## src/rtl/core/morphological_gradient_3x3_macros.svh

```systemverilog
// Assertion macros shared by the morphological gradient RTL.
// The macros expect the clock i_clk and the active-low reset i_rst_n in scope.
`ifndef MORPHOLOGICAL_GRADIENT_3X3_MACROS_SVH
`define MORPHOLOGICAL_GRADIENT_3X3_MACROS_SVH

// Checks that a condition holds at every clock edge outside reset.
`define MG_CHECK(label, cond, msg) \
    label: assert property (@(posedge i_clk) disable iff (!i_rst_n) (cond)) \
        else $error(msg);

// Checks that a consequent holds in the same cycle as its antecedent.
`define MG_CHECK_IMPL(label, ante, cons, msg) \
    label: assert property (@(posedge i_clk) disable iff (!i_rst_n) (ante) |-> (cons)) \
        else $error(msg);

`endif

```

## src/rtl/core/mg_pkg.sv

```systemverilog
// Package for the 3x3 morphological gradient block.
// Holds field widths, register codes, queue sizing and the column type.
// No dependencies.
package mg_pkg;

    localparam int PIX_W = 8;
    localparam int FW_W  = 13;
    localparam int FH_W  = 16;

    localparam int APB_AW = 3;
    localparam int APB_DW = 32;

    localparam logic [0:0] REG_FRAME_WIDTH  = 1'b0;
    localparam logic [0:0] REG_FRAME_HEIGHT = 1'b1;

    localparam logic [FW_W-1:0] FRAME_WIDTH_RESET  = 13'd4096;
    localparam logic [FH_W-1:0] FRAME_HEIGHT_RESET = 16'd2;

    localparam logic REQ_PIXEL = 1'b0;
    localparam logic REQ_FLUSH = 1'b1;

    localparam logic [PIX_W-1:0] PIX_MAX = 8'd255;

    localparam int Q_DEPTH = 4;
    localparam int Q_AW    = 2;
    localparam int Q_CW    = 3;

    typedef struct packed {
        logic [PIX_W-1:0] top;
        logic [PIX_W-1:0] mid;
        logic [PIX_W-1:0] bot;
        logic             produce;
    } t_mg_col;

endpackage

```

## src/rtl/core/mg_if.sv

```systemverilog


interface mg_res_if import mg_pkg::*; ();
    logic             valid;
    logic             ready;
    logic [PIX_W-1:0] gradient_value;
    logic             frame_last;

    modport source (output valid, output gradient_value, output frame_last, input ready);
    modport sink (input valid, input gradient_value, input frame_last, output ready);
endinterface

```

## src/rtl/core/mg_back.sv

```systemverilog
// Back end: 3x3 window register file, border clipping, max minus min and output register.
// Depends on mg_pkg, mg_res_if and the assertion macros.
`include "morphological_gradient_3x3_macros.svh"

module mg_back import mg_pkg::*; #(
    parameter int MAX_WIDTH = 4096,
    localparam int AW = $clog2(MAX_WIDTH)
) (
    input  logic            i_clk,
    input  logic            i_rst_n,
    input  logic            i_clear,
    input  logic [AW-1:0]   i_width_m1,
    input  logic [FH_W-1:0] i_height_m1,
    input  logic            i_q_valid,
    input  t_mg_col         i_head,
    output logic            o_pop,
    mg_res_if.source        o_res
);

    function automatic logic [PIX_W-1:0] max3(input logic [PIX_W-1:0] a,
                                              input logic [PIX_W-1:0] b,
                                              input logic [PIX_W-1:0] c);
        logic [PIX_W-1:0] m;
        m = (a > b) ? a : b;
        return (m > c) ? m : c;
    endfunction

    function automatic logic [PIX_W-1:0] min3(input logic [PIX_W-1:0] a,
                                              input logic [PIX_W-1:0] b,
                                              input logic [PIX_W-1:0] c);
        logic [PIX_W-1:0] m;
        m = (a < b) ? a : b;
        return (m < c) ? m : c;
    endfunction

    logic [PIX_W-1:0] r_win [9];
    logic [AW-1:0]    r_out_col;
    logic [FH_W-1:0]  r_out_row;
    logic             r_out_valid;
    logic [PIX_W-1:0] r_grad;
    logic             r_last;

    logic [PIX_W-1:0] win_next [9];
    logic [PIX_W-1:0] v_hi [9];
    logic [PIX_W-1:0] v_lo [9];
    logic [PIX_W-1:0] col_hi [3];
    logic [PIX_W-1:0] col_lo [3];
    logic [PIX_W-1:0] hi;
    logic [PIX_W-1:0] lo;
    logic [2:0]       col_ok;
    logic [2:0]       row_ok;
    logic             last;
    logic             emit;

    assign col_ok = {r_out_col < i_width_m1, 1'b1, r_out_col != '0};
    assign row_ok = {r_out_row < i_height_m1, 1'b1, r_out_row != '0};
    assign last   = (r_out_row >= i_height_m1) && (r_out_col >= i_width_m1);

    always_comb begin
        for (int k = 0; k < 6; k++) begin
            win_next[k] = r_win[k + 3];
        end
        win_next[6] = i_head.top;
        win_next[7] = i_head.mid;
        win_next[8] = i_head.bot;
        for (int c = 0; c < 3; c++) begin
            for (int k = 0; k < 3; k++) begin
                v_hi[c * 3 + k] = (col_ok[c] && row_ok[k]) ? win_next[c * 3 + k] : '0;
                v_lo[c * 3 + k] = (col_ok[c] && row_ok[k]) ? win_next[c * 3 + k] : PIX_MAX;
            end
            col_hi[c] = max3(v_hi[c * 3], v_hi[c * 3 + 1], v_hi[c * 3 + 2]);
            col_lo[c] = min3(v_lo[c * 3], v_lo[c * 3 + 1], v_lo[c * 3 + 2]);
        end
        hi = max3(col_hi[0], col_hi[1], col_hi[2]);
        lo = min3(col_lo[0], col_lo[1], col_lo[2]);
    end

    assign o_pop = i_q_valid && (!r_out_valid || o_res.ready);
    assign emit  = o_pop && i_head.produce;

    always_ff @(posedge i_clk) begin
        if (!i_rst_n) begin
            r_out_valid <= 1'b0;
            r_out_col   <= '0;
            r_out_row   <= '0;
        end else begin
            if (o_pop) begin
                r_out_valid <= i_head.produce;
            end else if (o_res.ready) begin
                r_out_valid <= 1'b0;
            end
            if (i_clear) begin
                r_out_col <= '0;
                r_out_row <= '0;
            end else if (emit) begin
                if (last) begin
                    r_out_col <= '0;
                    r_out_row <= '0;
                end else if (r_out_col >= i_width_m1) begin
                    r_out_col <= '0;
                    r_out_row <= r_out_row + FH_W'(1);
                end else begin
                    r_out_col <= r_out_col + AW'(1);
                end
            end
        end
    end

    always_ff @(posedge i_clk) begin
        if (o_pop) begin
            for (int k = 0; k < 9; k++) begin
                r_win[k] <= win_next[k];
            end
        end
        if (emit) begin
            r_grad <= hi - lo;
            r_last <= last;
        end
    end

    assign o_res.valid          = r_out_valid;
    assign o_res.gradient_value = r_grad;
    assign o_res.frame_last     = r_last;

    `MG_CHECK(a_col_in_frame, r_out_col <= i_width_m1, "output column beyond the row")
    `MG_CHECK(a_row_in_frame, r_out_row <= i_height_m1, "output row beyond the frame")
    `MG_CHECK_IMPL(a_pop_needs_column, o_pop, i_q_valid, "pop without a queued column")

endmodule
```

## src/flat_wrapper.sv

```systemverilog
// flat-port wrapper written by rule: the top's interface ports become plain ports
module mg_back_flat import mg_pkg::*;
#(
    parameter int MAX_WIDTH = 4096,
    localparam int AW = $clog2(MAX_WIDTH)
)
  (i_clk, i_rst_n, i_clear, i_width_m1, i_height_m1, i_q_valid, i_head, o_pop, o_res_valid, o_res_gradient_value, o_res_frame_last, o_res_ready);
  mg_res_if o_res_i ();
  input  logic i_clk;
  input  logic i_rst_n;
  input  logic i_clear;
  input  logic [AW-1:0] i_width_m1;
  input  logic [FH_W-1:0] i_height_m1;
  input  logic i_q_valid;
  input  t_mg_col i_head;
  output logic o_pop;
  output wire logic [$bits(o_res_i.valid)-1:0] o_res_valid;
  output wire logic [$bits(o_res_i.gradient_value)-1:0] o_res_gradient_value;
  output wire logic [$bits(o_res_i.frame_last)-1:0] o_res_frame_last;
  input wire logic [$bits(o_res_i.ready)-1:0] o_res_ready;
  assign o_res_valid = o_res_i.valid;
  assign o_res_gradient_value = o_res_i.gradient_value;
  assign o_res_frame_last = o_res_i.frame_last;
  assign o_res_i.ready = o_res_ready;
  mg_back #(.MAX_WIDTH(MAX_WIDTH)) u_core (.i_clk(i_clk), .i_rst_n(i_rst_n), .i_clear(i_clear), .i_width_m1(i_width_m1), .i_height_m1(i_height_m1), .i_q_valid(i_q_valid), .i_head(i_head), .o_pop(o_pop), .o_res(o_res_i));
endmodule
```

## config.mk

```make
export PLATFORM = sky130hd
export DESIGN_NAME = mg_back_flat
export DESIGN_NICKNAME = d
export VERILOG_FILES = /design/src/rtl/core/mg_pkg.sv /design/src/rtl/core/mg_if.sv /design/src/rtl/core/mg_back.sv /design/src/flat_wrapper.sv
export VERILOG_INCLUDE_DIRS = /design/src /design/src/rtl/core
export SDC_FILE = /design/constraint.sdc
export NUM_CORES = 1
export LEC_CHECK = 0
export BUFFER_PORTS_ARGS = -buffer_cell sky130_fd_sc_hd__buf_2
export CAP_MARGIN = 20
export CORE_MARGIN = 2
export CORE_UTILIZATION = 41
export CTS_CLUSTER_SIZE = 30
export DETAILED_ROUTE_END_ITERATION = 8
export PLACE_DENSITY = 0.62
export SKIP_LAST_GASP = 1
export SLEW_MARGIN = 20
export SYNTH_ARGS = -nofsm -noshare
export SYNTH_HDL_FRONTEND = slang
export SYNTH_SLANG_ARGS = --single-unit
```

## constraint.sdc

```tcl
create_clock -name i_clk -period 27.2 [get_ports i_clk]
set_input_delay 8.16 -clock i_clk [delete_from_list [all_inputs] [get_ports i_clk]]
set_output_delay 8.16 -clock i_clk [all_outputs]
set_load 0.02 [all_outputs]
```

==> metrics.yaml <==
grt_max_degree: 51
n_antenna_cell: 0
rows: 55
wl_mm: 24.23
grt_usage: 0.2056
setup_viol: 0
fmax_mhz: 57.29
synth_cells: 1126
die_w_um: 155.4
yosysWarningCount: 0
leakage_uw: 0.004943
antenna_found_initial: 0
peakVddDrop_mv: 0.02589
cp_cell_sequence: "buf_2, nand2b_1, and2_2, buf_4, buf_2"
fin_skew_ns: 0.01037
endpoint_kind: "output port"
cts.repair.resized: 0
portBuffers: 68
clk_pin_slew_ns: 0.06
place_inst: 1467
hold_ws_ns: 0.4890
drv_cap: 0
worstSetupPathType: "input port to output port"
ys_types: 74
ys_top_cells_by_area: "ha_1 21%, edfxtp_1 18%, dfxtp_1 6.2%"
min_path_cells: 0
drtIter0Drc: 489
r2r-end: "u_core.o_res.gradient_value[7]"
rsz0062_at_grt: "no"
cp_max_fo: 50
power_density_nw_per_um2: 46.99
synth-seq-cells: 86
critical_path_depth: 5
nets: 1406
synth_nets: 1339
ff2ff_setup_slack_ns: 16.06
relSlewSlack: 0.4070
hold_class: "flop to flop"
drive_above_1_share: 0.1202
grt_pass1_wl_mm: 39.50
hold_buffers: 0
root_buffer: "clkbuf_16"
gp_congestion: 0.8934
rr_worst_depth: 48
worstPathArrival_ns: 9.30
hold_end: "u_core.r_win[0][27]"
power.total_uw: 488.6
drc_errors: 0
post_drt_via_cell_ratio: 5.523
instances_no_fill: 1483
fill_cells: 2249
die-area_sq_um: 24150
wl_per_cell_um: 16.34
netlist_top_cells_count: "154 x ha_1, 124 x inv_1, 122 x nor2_1"
yosysMostFrequentCell: "ha_1"
hold_violations: 0
cts_buffer_depth: 2
path_delay_family: "buffers and inverters"
yosysTopAreaCell: "ha_1"
initial_core_util: 0.4164
postSynthAreaPerCell_sq_um: 8.347
vias: 8191
worst_ep_required_time_ns: 19.04
cpMostUsedCell: "buf_2"
cp_slowest_cell: "buf_4"
worstMarginPinSlew_ns: 0.8828
synthArstFlopShare: 0
yosysSeqAreaShare: 0.2439
post_cts_buffers: 0
drv_slew: 0
cts.sinks: 86
cpPeakStageDelay_ns: 0.50
cts_tree: "yes"
run_status: "finished clean"
num_io_pins: 69
synth_edf_count: 57
finalCritPeriodShare: 0.6417
grt_overflow_total: 0
fin_setup_tns_ns: 0
cp_num_buf_inv: 3
core_sq_um: 22570
fin_crit_ns: 17.46
r2r-start: "u_core.r_out_col[9]"
die_h_um: 155.4
numCtsBuffers: 9
area_delta_synth_final_pct: 10.64
dp_hpwl_mm: 20.19
synth_top_cell_area_share: 0.2050
h-tree-depth: 3
ys.flop_type: "edfxtp_1"
dr.pass1.iters: 5
cp-start-kind: "input port"
syn_area_sq_um: 9399
insertion_delay_ns: 0.35
antenna_left: 0
grt_pass1_vias: 7773
min_from: "u_core.r_win[0][51]"
worst reg2reg max path: cells and delay by family, from the launching register on:
kind	cells	cell delay, ns
flops	1	0.35
xor+xnor	1	0.32
fa+ha+maj	5	1.42
mux	4	1.42
simple gates	12	3.19
buf+inv	4	0.42
compound gates	22	3.75
per-stage QoR:
step	utilization	cell area (sq um)	setup slack [ns]
2_1_floorplan	-	9399	9.478
3_3_place_gp	0.4465	10080	9.734
3_5_place_dp	0.4465	10080	9.600
4_1_cts	0.4603	10390	9.724
5_1_grt	0.4607	10400	9.441
6_report	0.4607	10400	9.745
flip-flops by register name (all words and copies together), names as in the netlist:
register	count
u_core.o_res.valid	1
u_core.o_res.gradient_value	8
u_core.r_out_row	16
u_core.o_res.frame_last	1
u_core.r_out_col	12
u_core.r_win	48
layout make-up:
type / count / area (sq um) / area share
clock buffers: 11 / 275.3 / 0.02647
flip-flops and latches: 86 / 2292 / 0.2204
well taps: 285 / 356.6 / 0.03429
clock inverters: 5 / 35.03 / 0.003369
repair buffers: 79 / 422.9 / 0.04067
multi-input cells: 892 / 6548 / 0.6296
inverters: 125 / 469.2 / 0.04512
worst max-delay path by stage:
| stage | start | end | slack, ns |
|---|---|---|---|
| final | o_res_ready | o_pop | 9.74 |
| after global routing | i_width_m1[6] | u_core.o_res.gradient_value[7] | 9.44 |
| after CTS | o_res_ready | o_pop | 9.72 |
| after detailed placement | i_width_m1[6] | u_core.o_res.gradient_value[7] | 9.60 |
| after global placement | o_res_ready | o_pop | 9.73 |
| after floorplan | o_res_ready | o_pop | 9.48 |
logic make-up after synthesis:
kind of cell | share of synthesized area
AOI/OAI and AO/OA | 0.1667
xor gates and xnor gates | 0.03035
adders and majority gates | 0.2093
buffers and inverters | 0.06070
DFF | 0.2439
muxes | 0.08906
and+or+nand+nor | 0.2001
layer usage:
metal  GRT usage  part of all wire  vias to the layer above
li1            -                 -                     4214
met4     0.08781             0.037                        0
met3     0.01588             0.031                       45
met2      0.3375              0.45                      160
met5           0                 0                        -
met1      0.2791              0.48                     3772
where the power goes:
part | internal (uW) | switching [uW]
registers | 156 | 5.88
clock network | 73.6 | 53.1
logic | 88.9 | 111
layout by cell type, fill, tap and decap left out, types with 23 or more instances in the layout:
cell type / n
a21o_1: 33
a21oi_1: 67
buf_2: 68
dfxtp_1: 29
edfxtp_1: 57
ha_1: 154
inv_1: 124
mux2_2: 33
mux2i_1: 45
nand2_1: 104
nand3_1: 27
nand4_1: 23
nor2_1: 122
o21ai_0: 45
Power figures use the tool's default switching activity.
