$ cat config.mk
export PLATFORM = sky130hd
export DESIGN_NAME = mg_queue
export DESIGN_NICKNAME = d
export VERILOG_FILES = /design/src/rtl/core/mg_pkg.sv /design/src/rtl/core/mg_queue.sv
export VERILOG_INCLUDE_DIRS = /design/src /design/src/rtl/core
export SDC_FILE = /design/constraint.sdc
export NUM_CORES = 1
export LEC_CHECK = 0
export BUFFER_PORTS_ARGS = -buffer_cell sky130_fd_sc_hd__buf_2
export CAP_MARGIN = 40
export CORE_MARGIN = 8
export CORE_UTILIZATION = 51
export CTS_CLUSTER_SIZE = 14
export DETAILED_ROUTE_END_ITERATION = 8
export HOLD_SLACK_MARGIN = 0.02
export PLACE_DENSITY = 0.77
export RECOVER_POWER = 25
export SETUP_SLACK_MARGIN = 0.02
export SLEW_MARGIN = 15
export SYNTH_ARGS = -nofsm -noshare
export SYNTH_HDL_FRONTEND = slang
export SYNTH_SLANG_ARGS = --single-unit
$ cat constraint.sdc
create_clock -name i_clk -period 1.67 [get_ports i_clk]
set_clock_uncertainty 0.05 [all_clocks]
set_input_delay 0.334 -clock i_clk [delete_from_list [all_inputs] [get_ports i_clk]]
set_output_delay 0.334 -clock i_clk [all_outputs]
set_load 0.05 [all_outputs]
$ cat src/rtl/core/morphological_gradient_3x3_macros.svh
// Assertion macros shared by the morphological gradient RTL.
// The macros expect the clock i_clk and the active-low reset i_rst_n in scope.
`ifndef MORPHOLOGICAL_GRADIENT_3X3_MACROS_SVH
`define MORPHOLOGICAL_GRADIENT_3X3_MACROS_SVH

// Checks that a condition holds at every clock edge outside reset.
`define MG_CHECK(label, cond, msg) \
    label: assert property (@(posedge i_clk) disable iff (!i_rst_n) (cond)) \
        else $error(msg);

// Checks that a consequent holds in the same cycle as its antecedent.
`define MG_CHECK_IMPL(label, ante, cons, msg) \
    label: assert property (@(posedge i_clk) disable iff (!i_rst_n) (ante) |-> (cons)) \
        else $error(msg);

`endif

$ cat src/rtl/core/mg_pkg.sv
// Package for the 3x3 morphological gradient block.
// Holds field widths, register codes, queue sizing and the column type.
// No dependencies.
package mg_pkg;

    localparam int PIX_W = 8;
    localparam int FW_W  = 13;
    localparam int FH_W  = 16;

    localparam int APB_AW = 3;
    localparam int APB_DW = 32;

    localparam logic [0:0] REG_FRAME_WIDTH  = 1'b0;
    localparam logic [0:0] REG_FRAME_HEIGHT = 1'b1;

    localparam logic [FW_W-1:0] FRAME_WIDTH_RESET  = 13'd4096;
    localparam logic [FH_W-1:0] FRAME_HEIGHT_RESET = 16'd2;

    localparam logic REQ_PIXEL = 1'b0;
    localparam logic REQ_FLUSH = 1'b1;

    localparam logic [PIX_W-1:0] PIX_MAX = 8'd255;

    localparam int Q_DEPTH = 4;
    localparam int Q_AW    = 2;
    localparam int Q_CW    = 3;

    typedef struct packed {
        logic [PIX_W-1:0] top;
        logic [PIX_W-1:0] mid;
        logic [PIX_W-1:0] bot;
        logic             produce;
    } t_mg_col;

endpackage

$ cat src/rtl/core/mg_queue.sv
// Short queue of window columns between the front end and the back end.
// Depends on mg_pkg and the assertion macros.
`include "morphological_gradient_3x3_macros.svh"

module mg_queue import mg_pkg::*; (
    input  logic            i_clk,
    input  logic            i_rst_n,
    input  logic            i_push,
    input  t_mg_col         i_push_data,
    input  logic            i_pop,
    output logic            o_valid,
    output t_mg_col         o_head,
    output logic [Q_CW-1:0] o_count
);

    t_mg_col         r_mem [Q_DEPTH];
    logic [Q_AW-1:0] r_wr_ptr;
    logic [Q_AW-1:0] r_rd_ptr;
    logic [Q_CW-1:0] r_count;

    always_ff @(posedge i_clk) begin
        if (!i_rst_n) begin
            r_wr_ptr <= '0;
            r_rd_ptr <= '0;
            r_count  <= '0;
        end else begin
            if (i_push) begin
                r_wr_ptr <= r_wr_ptr + Q_AW'(1);
            end
            if (i_pop) begin
                r_rd_ptr <= r_rd_ptr + Q_AW'(1);
            end
            if (i_push && !i_pop) begin
                r_count <= r_count + Q_CW'(1);
            end else if (!i_push && i_pop) begin
                r_count <= r_count - Q_CW'(1);
            end
        end
    end

    always_ff @(posedge i_clk) begin
        if (i_push) begin
            r_mem[r_wr_ptr] <= i_push_data;
        end
    end

    assign o_valid = r_count != '0;
    assign o_head  = r_mem[r_rd_ptr];
    assign o_count = r_count;

    `MG_CHECK(a_count_bound, r_count <= Q_CW'(Q_DEPTH), "queue count exceeds depth")
    `MG_CHECK_IMPL(a_no_overflow, i_push && !i_pop, r_count < Q_CW'(Q_DEPTH), "push into full queue")
    `MG_CHECK_IMPL(a_no_underflow, i_pop, r_count != '0, "pop from empty queue")

endmodule

==> impl_metrics.json, run 1 <==
{
  "status": "finished with violations",
  "violations": "setup timing",
  "first_iter_violations": 89,
  "async_reset_ff_share_pct": 0,
  "ys_types": 20,
  "total_power_w": 0.005947,
  "cp.arrival_ns": 1.66,
  "p_comb_share_pct": 20.2,
  "numCtsBuffers": 9,
  "critPathMaxFanout": 7,
  "clock_latency_ns": 0.36,
  "cts_hold_buf": 0,
  "p_sw_share_pct": 27.38,
  "critical_path_depth": 3,
  "peakVddDrop_mv": 0.5649,
  "clock-sinks": 109,
  "cellPowerDensity_nw_per_um2": 1187,
  "cp-start-kind": "flip-flop",
  "rows": 32,
  "p_leak_nw": 1.728,
  "cp_top_family": "multiplexers",
  "antenna_found_initial": 0,
  "rsz0062_at_grt": "true",
  "wire_per_inst_um": 19.99,
  "synth_common_cells": "edfxtp_1, mux4_2, and2_1, dfxtp_1",
  "nNetsFinal": 289,
  "htreeDepth": 3,
  "p_sw_w": 0.001629,
  "core_um2": 7767,
  "synth.most_common_cell": "edfxtp_1",
  "syn-cell-area_um2": 4090,
  "min_delay_path_depth": 1,
  "via_count": 1917,
  "cp_cell_sequence": "clkbuf_16, mux4_2, buf_6",
  "n_fill_cell": 518,
  "max_freq_ghz": 0.4882,
  "synthMuxAreaShare_pct": 14.71,
  "ctsLongestPathBuffers": 2,
  "firstDrtPassIters": 4,
  "power_frac_clock_pct": 26.3,
  "worst_slew_pin_slew_ns": 0.2726,
  "layout_min_cycle_time_ns": 2.048,
  "wirelength_mm": 7.218,
  "crit_path_end_kind": "output pin",
  "finalCritPeriodShare_pct": 122.7,
  "globalRouteOverflowTotal": 0,
  "die-area_um2": 11140,
  "avgSynthCellArea_um2": 23.64,
  "cts_root_buf": "clkbuf_8",
  "synth_compound_area_share_pct": 0.3059,
  "cts_tree": "yes",
  "reg2reg_depth": 5,
  "die_w_um": 105.6,
  "p_int_w": 0.004319,
  "start_util_pct": 52.66,
  "slew_viol_final": 0,
  "max_stage_delay_ns": 0.51,
  "drive_gt1_share_pct": 41.31,
  "synth_top_family_by_area": "multiplexers",
  "synth-adder-area-share_pct": 2.019,
  "io_pins": 58,
  "synthXorXnorAreaFrac_pct": 1.071,
  "syn_to_final_growth_pct": 22.45,
  "ant_nets": 0,
  "hold_class": "input port to flip-flop",
  "synth_edf_count": 100,
  "ys_seq_area_share_pct": 77.82,
  "place_congestion": 0.7159,
  "drc_errors": 0,
  "grt.total_usage_pct": 13.39,
  "post-place-ws_ns": -0.1587,
  "ys_top_cells_by_area": "edfxtp_1, mux4_2, dfxtp_1, mux4_1, ha_1",
  "p_seq_share_pct": 53.5,
  "yosysTopAreaCellShare_pct": 73.42,
  "required_ns": 1.29,
  "path_clk_slew_ns": 0.10,
  "yosysTopAreaCell": "edfxtp_1",
  "n_antenna_cell": 0,
  "synth_warnings": 0,
  "grt_max_degree": 19,
  "finalSetupViolCount": 25,
  "synthSimpleGateAreaFrac_pct": 2.080,
  "cap_violations": 0,
  "postSynthCellCount": 173,
  "synth_fp_nets": 208,
  "timing.final.ws_setup_ns": -0.3784,
  "timing.hold.ws_ns": 0.1343,
  "grt_pass1_wl_mm": 11.17,
  "cp.buffers_inverters": 2,
  "die_h_um": 105.6,
  "critPathKind": "flip-flop to output pin",
  "hpwl_mm": 4.666,
  "ys.flop_type": "edfxtp_1",
  "via_per_inst": 5.310,
  "portBuffers": 57,
  "hold_viol": 0,
  "relSlewSlack_pct": 81.83,
  "synth_seq_cells": 109,
  "grt_pass1_vias": 2133,
  "worst_path_max_delay_cell": "mux4_2"
}
==> state kept, by name, indices dropped and copies added, names as in the netlist, named ones only <==
signal,count
r_mem,100
r_wr_ptr,2
r_rd_ptr,2
o_count,3
==> metal layers <==
metal  share of wire [%]  track usage [%]
met1                  40            14.63
met2                  54            23.88
met3                 5.1            4.141
met4                 1.0            5.126
met5                   0                0
==> repair_timing <==
action / CTS / global route
buffers inserted: 3 / 0
pin swaps: 0 / 1
cloned: 1 / 1
gates resized for setup: 59 / 2
setup endpoints to repair: 26 / 27
==> power groups by stage <==
stage	registers [W]	clock network [W]	logic [W]
4_1_cts	0.00318	0.00160	0.00120
3_5_place_dp	0.00324	0	0.00102
2_1_floorplan	0.00327	0	0.000709
5_1_grt	0.00320	0.00168	0.00126
3_3_place_gp	0.00324	0	0.00100
6_report	0.00318	0.00156	0.00120
==> through the flow <==
step,TNS [ns],area [um2],util (%),cells
detailed placement,-1.132,4596,59.17,340
floorplan,0,4093,-,173
CTS,-8.754,4997,64.34,360
global placement,-0.7650,4596,59.17,340
global route,-10.28,5009,64.48,361
finish,-8.919,5009,64.48,361
==> cell type report <==
| class | count | area [um2] | area share (%) |
|---|---|---|---|
| clock buffers | 9 | 123.9 | 2.473 |
| clock inverters | 7 | 75.07 | 1.499 |
| inverters | 4 | 15.01 | 0.2998 |
| multi-input cells | 54 | 812.0 | 16.21 |
| flip-flops and latches | 109 | 3191 | 63.70 |
| well taps | 102 | 127.6 | 2.548 |
| repair buffers | 76 | 664.4 | 13.27 |
==> path summary, 6_finish.rpt <==
| path | from | end | slack, ns |
|---|---|---|---|
| setup / recovery | flip-flop | o_head[17] | -0.38 |
| hold / removal | i_push_data[16] | r_mem[2][16]$_DFFE_PP_ | 0.13 |
| setup reg to reg | o_count[1]$_SDFFE_PN0P_ | o_count[2]$_SDFFE_PN0P_ | 0.09 |
| hold reg to reg | o_count[2]$_SDFFE_PN0P_ | o_count[2]$_SDFFE_PN0P_ | 0.48 |
==> layout by cell type (no fill, tap or decap), types with 2 or more instances in the layout <==
cell type and instances:
clkbuf_1 15, buf_2 16, dfxtp_1 5, xnor2_1 2, buf_12 4, buf_6 26
mux2i_1 2, clkbuf_8 9, buf_4 13, clkinv_2 2, xor2_1 3, ha_1 5
edfxtp_1 100, dfxtp_2 3, clkinvlp_4 2, mux4_2 25, nor2b_1 2, inv_1 4
and2_1 9
==> cells by family (layout without fill, tap and decap cells) <==
| group | after synthesis | count (layout) |
|---|---|---|
| DFF | 109 | 109 |
| AOI/OAI and AO/OA | 2 | 2 |
| adders and majority gates | 6 | 6 |
| buffers and inverters | 10 | 96 |
| xor gates and xnor gates | 5 | 5 |
| and+or+nand+nor | 14 | 14 |
| muxes | 27 | 27 |
==> worst register-to-register path, delay by kind of cell (launching register included) <==
family	cells	cell delay (ns)
flip-flops	1	0.35
AND/OR/NAND/NOR	1	0.31
AO/OA/AOI/OAI	1	0.14
XOR/XNOR	1	0.15
buffers and inverters	1	0.13
adder cells (fa/ha/maj)	1	0.39
Power figures use the tool's default switching activity.
==> inputs of run 2 (changes only) <==
HOLD_SLACK_MARGIN = default   (was 0.02)
PLACE_DENSITY = 0.78   (was 0.77)
==> impl_metrics.json, run 2 (same netlist as run 1, synthesis figures left out) <==
{
  "status": "finished with violations",
  "violations": "setup timing",
  "core_um2": 7767,
  "largest_reg_flops": 100,
  "grt.total_usage_pct": 13.21,
  "regArea_um2": 3192,
  "cap_violations": 0,
  "die_h_um": 105.6,
  "critPathMaxFanout": 8,
  "rsz0062_at_grt": "true",
  "die_w_um": 105.6,
  "wirelength_mm": 7.021,
  "crit_path_end_kind": "output pin",
  "hpwl_mm": 4.506,
  "drc_errors": 0,
  "wire_per_inst_um": 19.83,
  "layout_commonest_cell": "edfxtp_1",
  "portBuffers": 57,
  "cts_hold_buf": 0,
  "cp.arrival_ns": 1.65,
  "wl_met1_mm": 2.822,
  "slew_viol_final": 0,
  "cellPowerDensity_nw_per_um2": 1190,
  "grt_pass1_wl_mm": 11.03,
  "globalRouteOverflowTotal": 0,
  "worst_slew_pin_slew_ns": 0.2510,
  "n_fill_cell": 548,
  "wl_met2_mm": 3.650,
  "finalCritPeriodShare_pct": 121.8,
  "antenna_found_initial": 0,
  "nNetsFinal": 282,
  "firstDrtPassIters": 4,
  "clock-sinks": 109,
  "tns_ns": -8.514,
  "die-area_um2": 11140,
  "cp-start-kind": "flip-flop",
  "via_count": 1889,
  "top_layer": "met4",
  "numCtsBuffers": 9,
  "required_ns": 1.29,
  "cts_tree": "yes",
  "cts_root_buf": "clkbuf_8",
  "syn_to_final_growth_pct": 21.60,
  "dr_wl_met3_um": 439,
  "htreeDepth": 3,
  "timing.hold.ws_ns": 0.1424,
  "first_iter_violations": 86,
  "n_antenna_cell": 0,
  "rows": 32,
  "ant_nets": 0,
  "multiInputGateArea_um2": 812.0,
  "io_pins": 58,
  "place_congestion": 0.6337,
  "layout_min_cycle_time_ns": 2.035,
  "max_freq_ghz": 0.4915,
  "total_power_w": 0.005920,
  "ctsLongestPathBuffers": 2,
  "critPathKind": "flip-flop to output pin",
  "grt_max_degree": 26,
  "peakVddDrop_mv": 0.6363,
  "p_leak_nw": 1.692,
  "hold_class": "input port to flip-flop",
  "clock_latency_ns": 0.36,
  "timing.final.ws_setup_ns": -0.3647,
  "regMostFlops": "r_mem",
  "relSlewSlack_pct": 83.38,
  "grt_pass1_vias": 2085,
  "via_per_inst": 5.336,
  "hold_viol": 0,
  "finalSetupViolCount": 25,
  "drive_gt1_share_pct": 38.89,
  "layout_common_cells": "edfxtp_1, mux4_2, buf_6",
  "path_clk_slew_ns": 0.10,
  "start_util_pct": 52.66
}
[run 2: critical path, cell delays in order (launching register included)]
cell and delay [ns]:
dfxtp_4 0.42, buf_12 0.15, mux4_2 0.54, buf_6 0.18
[run 2: per-layer routing]
layer	vias to the layer above	GRT usage, %
met3	9	4.507
met1	975	14.91
met2	56	22.53
met4	0	5.427
li1	849	-
met5	-	0
[run 2: final timing paths]
kind | from | depth (start not counted) | slack (ns) | endpoint
min reg2reg | o_count[2]$_SDFFE_PN0P_ | 2 | 0.48 | o_count[2]$_SDFFE_PN0P_
min | i_push_data[21] | 1 | 0.14 | r_mem[1][21]$_DFFE_PP_
max | flip-flop | 3 | -0.36 | o_head[18]
max reg2reg | o_count[0]$_SDFFE_PN0P_ | 4 | 0.15 | o_count[2]$_SDFFE_PN0P_
[run 2: where the power goes]
group	switching [W]	total [W]	leakage [nW]	internal (W)
logic	0.000701	0.00118	0.600	0.000477
clock network	0.000849	0.00156	0.0977	0.000708
registers	0.0000587	0.00319	0.994	0.00313
total	0.00161	0.00592	1.69	0.00431
[run 2: layout make-up]
cell class,instances,share of cell area [%]
clock buffer,10,2.566
sequential,109,64.18
tap,102,2.566
multi-input combinational,54,16.33
timing repair buffer,69,12.68
clock inverter,6,1.384
inverter,4,0.3019
[run 2: metrics by stage]
step	utilization, %	area [um2]	worst slack, ns	cells
2_1_floorplan	-	4093	0.02808	173
3_3_place_gp	59.36	4611	-0.09093	337
3_5_place_dp	59.36	4611	-0.1497	337
4_1_cts	64.18	4985	-0.3938	354
5_1_grt	64.03	4974	-0.4232	354
6_report	64.03	4974	-0.3647	354
[run 2: repair_timing]
action	in CTS	in global routing
gates cloned	1	0
setup buffers	0	0
gates resized for setup	60	2
pin swaps	0	0
endpoints found under the setup margin	26	26
